$ cat src/vht_pkg.sv
// Shared types and constants of the voxel hysteresis threshold block.
// Used by vht_seq and voxel_hysteresis_threshold; depends on nothing.
package vht_pkg;

	// Item actions
	localparam logic ACT_WRITE    = 1'b0;
	localparam logic ACT_CLASSIFY = 1'b1;

	// Configuration register indexes
	typedef enum logic [2:0] {
		REG_LOW_THRESHOLD = 3'd0,
		REG_RIM_THRESHOLD = 3'd1,
		REG_MODE_3D       = 3'd2,
		REG_SIZE_X        = 3'd3,
		REG_SIZE_Y        = 3'd4,
		REG_SIZE_Z        = 3'd5
	} cfg_reg_t;

	localparam int unsigned CFG_INDEX_W = 3;
	localparam int unsigned CFG_DATA_W  = 16;
	localparam int unsigned THRESH_W    = 16;
	localparam int unsigned SIZE_W      = 7;
	localparam int unsigned COORD_W     = 6;
	localparam int unsigned INSAMPLE_W  = 16;
	// window coordinate: coordinate plus offset, wraps to all ones below zero
	localparam int unsigned WIN_W       = 8;

	// Reset values: 117.6 and 235.3 in unsigned 10.6, truncated
	localparam logic [THRESH_W-1:0] LOW_RESET    = 16'd7526;
	localparam logic [THRESH_W-1:0] BORDER_RESET = 16'd15059;
	localparam logic [SIZE_W-1:0]   SIZE_RESET   = 7'd64;

	typedef struct packed {
		logic [THRESH_W-1:0] low_threshold;
		logic [THRESH_W-1:0] rim_threshold;
		logic                mode_3d;
		logic [SIZE_W-1:0]   size_x;
		logic [SIZE_W-1:0]   size_y;
		logic [SIZE_W-1:0]   size_z;
	} cfg_t;

	typedef struct packed {
		logic               valid;
		logic               crack;
		logic [COORD_W-1:0] x;
		logic [COORD_W-1:0] y;
		logic [COORD_W-1:0] z;
	} result_t;

	typedef enum logic [2:0] {
		ST_IDLE,
		ST_CENTRE,
		ST_WIN,
		ST_DRAIN,
		ST_DONE
	} seq_state_t;

endpackage

$ cat src/vht_seq.sv
// Request sequencer: stores samples, reads the centre voxel and, when it lies between
// the thresholds, walks the window one voxel per cycle against the store. Depends on vht_pkg.
module vht_seq #(
	parameter int unsigned MAX_X       = 64,
	parameter int unsigned MAX_Y       = 64,
	parameter int unsigned MAX_Z       = 64,
	parameter int unsigned SAMPLE_BITS = 16,
	parameter int unsigned XW          = 6,
	parameter int unsigned YW          = 6,
	parameter int unsigned ZW          = 6
) (
	input  logic                               clk,
	input  logic                               arst_n,
	input  vht_pkg::cfg_t                      cfg,
	input  logic                               in_valid,
	output logic                               in_stall,
	input  logic                               action,
	input  logic [vht_pkg::COORD_W-1:0]        pos_x,
	input  logic [vht_pkg::COORD_W-1:0]        pos_y,
	input  logic [vht_pkg::COORD_W-1:0]        pos_z,
	input  logic [vht_pkg::INSAMPLE_W-1:0]     sample,
	output logic                               mem_en,
	output logic                               mem_we,
	output logic [XW+YW+ZW-1:0]                mem_addr,
	output logic [SAMPLE_BITS-1:0]             mem_wdata,
	input  logic [SAMPLE_BITS-1:0]             mem_rdata,
	output vht_pkg::result_t                   res,
	input  logic                               res_ready
);

	localparam int unsigned CMP_W =
		(SAMPLE_BITS > vht_pkg::THRESH_W) ? SAMPLE_BITS : vht_pkg::THRESH_W;

	function automatic logic [vht_pkg::WIN_W-1:0] win_pos(
		input logic [vht_pkg::COORD_W-1:0] p,
		input logic [1:0]                  d
	);
		return vht_pkg::WIN_W'(p) + vht_pkg::WIN_W'(d) - vht_pkg::WIN_W'(1);
	endfunction

	// strictly inside the borders: 1 <= p and p + 1 < extent
	function automatic logic is_inner(
		input logic [vht_pkg::WIN_W-1:0]  p,
		input logic [vht_pkg::SIZE_W-1:0] ext
	);
		return (p != '0) &&
			(((vht_pkg::WIN_W+1)'(p) + (vht_pkg::WIN_W+1)'(1)) < (vht_pkg::WIN_W+1)'(ext));
	endfunction

	function automatic logic [vht_pkg::SIZE_W-1:0] clamp_ext(
		input logic [vht_pkg::SIZE_W-1:0] s,
		input int unsigned                lim
	);
		return (32'(s) > lim) ? vht_pkg::SIZE_W'(lim) : s;
	endfunction

	vht_pkg::seq_state_t state_q, state_d;

	logic [vht_pkg::COORD_W-1:0] x_q, y_q, z_q;
	logic                        cin_q, cin_d;
	logic [1:0]                  dx_q, dy_q, dz_q, dx_d, dy_d, dz_d;
	logic                        pend_q, pend_d;
	logic                        crack_q, crack_d;
	logic                        take;

	logic [vht_pkg::SIZE_W-1:0] ext_x, ext_y, ext_z;
	logic [vht_pkg::WIN_W-1:0]  wx, wy, wz;
	logic                       win_ok, win_last, in_store;
	logic [CMP_W-1:0]           centre, rd_ext, low_ext, rim_ext;

	assign ext_x = clamp_ext(cfg.size_x, MAX_X);
	assign ext_y = clamp_ext(cfg.size_y, MAX_Y);
	assign ext_z = clamp_ext(cfg.size_z, MAX_Z);

	assign wx = win_pos(x_q, dx_q);
	assign wy = win_pos(y_q, dy_q);
	assign wz = win_pos(z_q, dz_q);
	assign win_ok = is_inner(wx, ext_x) && is_inner(wy, ext_y) && is_inner(wz, ext_z);
	assign win_last = (dy_q == 2'd2) && (dx_q == 2'd2) && ((dz_q == 2'd2) || !cfg.mode_3d);

	assign in_store = (32'(pos_x) < MAX_X) && (32'(pos_y) < MAX_Y) && (32'(pos_z) < MAX_Z);

	assign rd_ext  = CMP_W'(mem_rdata);
	assign centre  = cin_q ? rd_ext : '0;
	assign low_ext = CMP_W'(cfg.low_threshold);
	assign rim_ext = CMP_W'(cfg.rim_threshold);

	always_comb begin
		state_d   = state_q;
		cin_d     = cin_q;
		dx_d      = dx_q;
		dy_d      = dy_q;
		dz_d      = dz_q;
		pend_d    = 1'b0;
		crack_d   = crack_q;
		take      = 1'b0;
		in_stall  = 1'b1;
		mem_en    = 1'b0;
		mem_we    = 1'b0;
		mem_addr  = {ZW'(pos_z), YW'(pos_y), XW'(pos_x)};
		mem_wdata = SAMPLE_BITS'(sample);
		res.valid = 1'b0;
		res.crack = crack_q;
		res.x     = x_q;
		res.y     = y_q;
		res.z     = z_q;
		case (state_q)
			vht_pkg::ST_IDLE: begin
				in_stall = 1'b0;
				if (in_valid) begin
					// write: store at once; classify: issue the centre read now
					mem_en = in_store;
					if (action == vht_pkg::ACT_WRITE) begin
						mem_we = 1'b1;
					end else begin
						take    = 1'b1;
						cin_d   = in_store;
						state_d = vht_pkg::ST_CENTRE;
					end
				end
			end
			vht_pkg::ST_CENTRE: begin
				dx_d = 2'd0;
				dy_d = 2'd0;
				dz_d = cfg.mode_3d ? 2'd0 : 2'd1;
				if (centre < low_ext) begin
					crack_d = 1'b1;
					state_d = vht_pkg::ST_DONE;
				end else if (centre <= rim_ext) begin
					state_d = vht_pkg::ST_WIN;
				end else begin
					crack_d = 1'b0;
					state_d = vht_pkg::ST_DONE;
				end
			end
			vht_pkg::ST_WIN: begin
				mem_addr = {ZW'(wz), YW'(wy), XW'(wx)};
				mem_en   = win_ok;
				pend_d   = win_ok;
				if (pend_q && (rd_ext < low_ext)) begin
					crack_d = 1'b1;
					state_d = vht_pkg::ST_DONE;
				end else if (win_last) begin
					state_d = vht_pkg::ST_DRAIN;
				end else if (dy_q != 2'd2) begin
					dy_d = dy_q + 2'd1;
				end else if (dx_q != 2'd2) begin
					dy_d = 2'd0;
					dx_d = dx_q + 2'd1;
				end else begin
					dy_d = 2'd0;
					dx_d = 2'd0;
					dz_d = dz_q + 2'd1;
				end
			end
			vht_pkg::ST_DRAIN: begin
				crack_d = pend_q && (rd_ext < low_ext);
				state_d = vht_pkg::ST_DONE;
			end
			vht_pkg::ST_DONE: begin
				res.valid = 1'b1;
				if (res_ready) begin
					state_d = vht_pkg::ST_IDLE;
				end
			end
			default: begin
				state_d = vht_pkg::ST_IDLE;
			end
		endcase
	end

	always_ff @(posedge clk or negedge arst_n) begin
		if (!arst_n) begin
			state_q <= vht_pkg::ST_IDLE;
			pend_q  <= 1'b0;
		end else begin
			state_q <= state_d;
			pend_q  <= pend_d;
		end
	end

	always_ff @(posedge clk) begin
		if (take) begin
			x_q <= pos_x;
			y_q <= pos_y;
			z_q <= pos_z;
		end
		cin_q   <= cin_d;
		dx_q    <= dx_d;
		dy_q    <= dy_d;
		dz_q    <= dz_d;
		crack_q <= crack_d;
	end

endmodule
$ cat config.mk
export PLATFORM = sky130hd
export DESIGN_NAME = vht_seq
export DESIGN_NICKNAME = d
export VERILOG_FILES = /design/src/vht_pkg.sv /design/src/vht_seq.sv
export SDC_FILE = /design/constraint.sdc
export NUM_CORES = 1
export LEC_CHECK = 0
export ABC_AREA = 1
export BUFFER_PORTS_ARGS = -buffer_cell sky130_fd_sc_hd__clkbuf_2
export CORE_UTILIZATION = 45
export CTS_CLUSTER_SIZE = 24
export DETAILED_ROUTE_END_ITERATION = 16
export PLACE_DENSITY = 0.74
export SLEW_MARGIN = 20
export SYNTH_ARGS = -nofsm -noshare
export SYNTH_HDL_FRONTEND = slang
export SYNTH_SLANG_ARGS = --single-unit
$ cat constraint.sdc
create_clock -name clk -period 6.6 [get_ports clk]
set_input_delay 0.66 -clock clk [delete_from_list [all_inputs] [get_ports clk]]
set_output_delay 0.66 -clock clk [all_outputs]
set_load 0.03 [all_outputs]
After elaboration in Yosys (flattened, before gate mapping)
Cells that the tools add are included.
{"block": "op_classes", "n_addsub": 12, "order_cmp": 8, "n_eq_ne": 19, "n_mux": 42, "reduce_logical": 21}
{"cell": "adder 8 x 1 -> 9 bit (second input constant)", "n": 3}
{"cell": "< comparator 9 x 7 -> 1 bit", "n": 3}
{"cell": "nonzero test 8 bit", "n": 3}
{"cell": "subtractor 7 x 1 -> 8 bit (second input constant)", "n": 3}
{"cell": "2-to-1 mux 2 bit", "n": 11}
{"cell": "adder 6 x 2 -> 7 bit", "n": 3}
{"cell": "> comparator 7 bit (second input constant)", "n": 3}
{"cell": "2-to-1 mux 3 bit", "n": 7}
{"cell": "2-to-1 mux 7 bit", "n": 3}
{"cell": "inequality test 2 bit (second input constant)", "n": 10}
{"cell": "2-to-1 mux 18 bit", "n": 1}
{"cell": "less-or-equal comparator 16 bit", "n": 1}
{"cell": "< comparator 16 bit", "n": 1}
{"cell": "one-hot mux 3 bit (5 select lines)", "n": 1}
{"cell": "2-to-1 mux 1 bit", "n": 14}
{"cell": "one-hot mux 2 bit (2 select lines)", "n": 3}
{"cell": "logical AND 1 bit", "n": 8}
{"cell": "AND reduction 4 bit", "n": 2}
{"cell": "adder 2 x 1 -> 2 bit (second input constant)", "n": 3}
{"cell": "equality test 2 bit (second input constant)", "n": 3}
{"cell": "equality test 3 x 2 -> 1 bit (second input constant)", "n": 2}
{"cell": "inequality test 3 bit (second input constant)", "n": 2}
{"cell": "AND reduction 3 bit", "n": 2}
{"cell": "AND reduction 5 bit", "n": 1}
{"cell": "9 further kinds", "n": 9}
{"block": "word_totals", "ff_bits": 29, "input_bits": 109, "output_inout_bits": 57, "elab_cells": 111}

Depth between registers and ports, before layout
{"block": "logic_depth", "ltp_word": 8, "ltp_mapped": 22, "mapped_depth_nobuf": 22}

Worst setup path before layout
No wires, ideal clock.
{"block": "synth_timing", "path_kind": "reg2out", "startpoint": "reg z_q[1] (netlist bit)", "endpoint": "out mem_en", "arrival_time_ns": 3.397, "required_time_ns": 5.940, "slack_ns": 2.543, "stages_incl_launch_ff": 22, "path_buffers": 0, "cell_sequence": "edfxtp_1 -> inv_1 -> ha_1 -> inv_1 -> ha_1 -> inv_1 -> fa_1 -> xnor2_2 -> inv_2 -> nor2_1 -> nand4_1 -> xnor2_1 -> ha_1 -> nand2_1 -> nand2_1 -> nor3_1 -> nand3_1 -> a21oi_1 -> nand2_1 -> nor2_1 -> nand2_1 -> nand2_1"}
{"block": "synth_via", "elab_chain_len": 7}
{"item": "start: declaration", "line": "vht_seq.sv:59", "source": "logic [vht_pkg::COORD_W-1:0] x_q, y_q, z_q;"}
{"item": "start signal: assignment", "line": "vht_seq.sv:186", "source": "z_q <= pos_z;"}
{"item": "adder 6 x 2 -> 7 bit *", "line": "vht_seq.sv:38", "source": "return vht_pkg::WIN_W'(p) + vht_pkg::WIN_W'(d) - vht_pkg::WIN_W'(1);"}
{"item": "subtractor 7 x 1 -> 8 bit *", "line": "vht_seq.sv:38"}
{"item": "adder 8 x 1 -> 9 bit", "line": "vht_seq.sv:47", "source": "(((vht_pkg::WIN_W+1)'(p) + (vht_pkg::WIN_W+1)'(1)) < (vht_pkg::WIN_W+1)'(ext));"}
{"item": "< comparator 9 x 7 -> 1 bit", "line": "vht_seq.sv:47"}
{"item": "logical AND 1 bit *", "line": "vht_seq.sv:46", "source": "return (p != '0) &&"}
{"item": "logical AND 1 bit *", "line": "vht_seq.sv:78", "source": "assign win_ok = is_inner(wx, ext_x) && is_inner(wy, ext_y) && is_inner(wz, ext_z);"}
{"item": "one-hot mux 1 bit (2 select lines) *", "line": "vht_seq.sv:107", "source": "case (state_q)"}
{"item": "end: declaration", "line": "vht_seq.sv:22", "source": "output logic mem_en,"}
Every way passes the cells marked *; elsewhere a longest branch is shown, timed or not.

Final worst setup path
{"block": "layout_timing", "startpoint": "reg dz_q[1]", "endpoint": "out mem_en"}
{"block": "layout_via", "elab_chain_len": 7}
{"item": "start: declaration", "line": "vht_seq.sv:61", "source": "logic [1:0] dx_q, dy_q, dz_q, dx_d, dy_d, dz_d;"}
{"item": "start signal: assignment", "line": "vht_seq.sv:191", "source": "dz_q <= dz_d;"}
{"item": "adder 6 x 2 -> 7 bit *", "line": "vht_seq.sv:38"}
{"item": "subtractor 7 x 1 -> 8 bit *", "line": "vht_seq.sv:38"}
{"item": "adder 8 x 1 -> 9 bit", "line": "vht_seq.sv:47"}
{"item": "< comparator 9 x 7 -> 1 bit", "line": "vht_seq.sv:47"}
{"item": "logical AND 1 bit *", "line": "vht_seq.sv:46"}
{"item": "logical AND 1 bit *", "line": "vht_seq.sv:78"}
{"item": "one-hot mux 1 bit (2 select lines) *", "line": "vht_seq.sv:107"}
Marks and branches as above.

==> metrics.cfg <==
[outcome]
outcome=completed

[die]
fp.dieH_um=100
initial_core_util=0.468
die_area_um2=10100
ios=166
die_w_um=100
row_count=35
core_area_um2=9330

[synthesis]
yosysSeqAreaShare=0.195
synth_seq_cells=29
synthTopCellsByCount=155 x nand2_1, 129 x inv_1, 85 x ha_1, 49 x nand3_1, 32 x o21ai_0
synthCells=633
yosys.area.top_type=ha_1
synth_top_cell_area_share=0.244
async_flop_share=0.138
synth-edff-count=25
avgSynthCellArea_um2=6.89
synth_ff_type=edfxtp_1
yosysUniqueCellTypes=32
yosys.cell_count.top_type=nand2_1
synth_area_leaders=ha_1 24%, edfxtp_1 17%, nand2_1 13%
synth_nets=830
ys.warnings.count=0
syn_area_um2=4360

[timing]
finalWorstSetupSlack_ns=2.09
drv_slew=0
rsz0062_at_grt=false
fin_worst_skew_ns=0.00546
finalSetupViolCount=0
fmax_mhz=222
max-slew-margin-rel=0.669
hold_violations=0
post-route-period-util=0.684
tightest_slew_ns=0.493
layout_min_cycle_time_ns=4.51
fin_setup_tns_ns=0

[clock_network]
root_buffer=clkbuf_8
clkTransAtPathRegs_ns=0.07
cts_num_sinks=29
cts-resized-gates=0
clock_path_buffers=2
cts_tree=built
cts_setup_buffers=0
h-tree-depth=2
clock_latency_ns=0.29
hold_buffers=0
numCtsBuffers=5

[grt]
grt_first_pass_wirelength_um=17700
grt-ovfl-total=0
grt_start_max_net_pins=44
antenna_found_initial=0
grt_pass1_vias=4362
grt_use_total=0.216

[route]
wl_per_cell_um=11.7
remaining_drc_errors=0
drt_iter0_drc=123
via_per_inst=4.97
wl_um=10300
ant_nets=0
vias=4390
drt-pass1-iter-count=5

[worst_setup_path]
r2r-start=dz_q[1]$_SDFFCE_PN0P_
endpoint=mem_en
worstPathMaxFanout=3
setup.worst_path.start_class=flip-flop
r2r-end=pend_q$_DFF_PN0_
cp-end-kind=output port
worstSetupStartpoint=dz_q[1]$_SDFFCE_PN0P_
cp.arrival_ns=3.85
worstSetupPathType=flip-flop to output port
cp.required_ns=5.94
ff2ff_setup_slack_ns=3.19
rr_worst_depth=20

[power_and_ir_drop]
power.leakage_nw=3.03
pwr_density_cell_nw_per_um2=319
total_power_mw=1.66
ir_worst_vdd_mv=0.193

[placed_design]
dp_cells=876
dp_hpwl_um=8980
place_ws_ns=2.39
place.gp.congestion=0.884
io_buffers=133

[final_layout]
antennaDiodeCount=0
syn2layout_area_growth_pct=18.9
post-route-util=0.556
drive_above_1_share=0.213
nets=951
fin_cells=884

[hold_path]
hp-class=input port to async pin

[job]
cap_violations=0

[layer usage]
layer  vias to the layer above  routed length, um  GRT usage
met5                         -                  0          0
met4                         0                212     0.0669
met3                        21                576     0.0340
met2                       132               5040      0.399
met1                      1957               4510      0.255
li1                       2280                  -          -
[worst min path at each step]
| stage | start | to | slack (ns) |
|---|---|---|---|
| floorplan | arst_n | pend_q$_DFF_PN0_ | 0.36 |
| finish | arst_n | state_q[2]$_DFFE_PN0P_ | 0.16 |
| global placement | arst_n | state_q[2]$_DFFE_PN0P_ | 0.47 |
| CTS | arst_n | state_q[2]$_DFFE_PN0P_ | 0.15 |
| global route | arst_n | state_q[1]$_DFFE_PN0P_ | 0.16 |
| detailed placement | arst_n | state_q[2]$_DFFE_PN0P_ | 0.47 |
[report_power, final]
part           internal [mW]  switching [mW]
logic                  0.429           0.746
clock network          0.123          0.0801
registers              0.251          0.0272
[cells in the final DEF (no fill, tap or decap), types with 2 or more instances in the layout]
master,n
xnor2_1,7
ha_1,85
nand2_2,5
nor3_1,8
buf_4,2
nor2_2,5
nand3_1,49
fa_1,3
or4_1,3
clkbuf_8,6
nand4_1,16
edfxtp_1,25
a21oi_1,31
inv_1,129
nor2_1,29
nand2_1,155
o21ai_0,32
nand2_4,2
dfrtp_1,4
clkbuf_2,133
o31ai_1,2
xor2_1,10
[worst max-delay path: stages (launching register included)]
cell and delay (ns):
edfxtp_1 0.40, inv_1 0.07, ha_1 0.22, inv_1 0.06
ha_1 0.19, inv_1 0.06, fa_1 0.42, xnor2_2 0.26
inv_2 0.08, nor2_1 0.16, nand4_1 0.14, xnor2_1 0.15
ha_1 0.30, nand2_1 0.08, nand2_1 0.05, nor3_1 0.16
nand3_1 0.09, a21oi_1 0.12, nand2_1 0.07, nor2_1 0.10
nand2_1 0.10, nand2_1 0.07, clkbuf_2 0.19
[flip-flops by register name (all words and copies together), names as in the netlist]
signal and flops:
y_q 6, state_q 3, crack_q 1, dy_q 2, z_q 6, x_q 6, pend_q 1, dx_q 2
dz_q 2
[cells by family (layout without fill, tap and decap cells)]
kind of cell,after synthesis,count (layout),synth area share
compound gates,71,71,0.0872
simple gates,276,276,0.278
fa+ha+maj,88,88,0.257
xor+xnor,18,18,0.0378
buf+inv,151,273,0.144
flops,29,29,0.195
[metrics by stage]
step / area, um2 / hold WS (ns)
floorplan: 4360 / 0.364
global placement: 5070 / 0.471
detailed placement: 5070 / 0.475
CTS: 5190 / 0.154
global route: 5190 / 0.160
finish: 5190 / 0.159
[layout make-up]
cell class | instances | area, um2
repair buffers | 135 | 681
clock inverters | 2 | 37.5
well taps | 129 | 161
flip-flops and latches | 29 | 851
inverters | 130 | 488
fillers | 942 | 4140
clock buffers | 6 | 82.6
multi-input cells | 453 | 2890
Power figures use the tool's default switching activity.
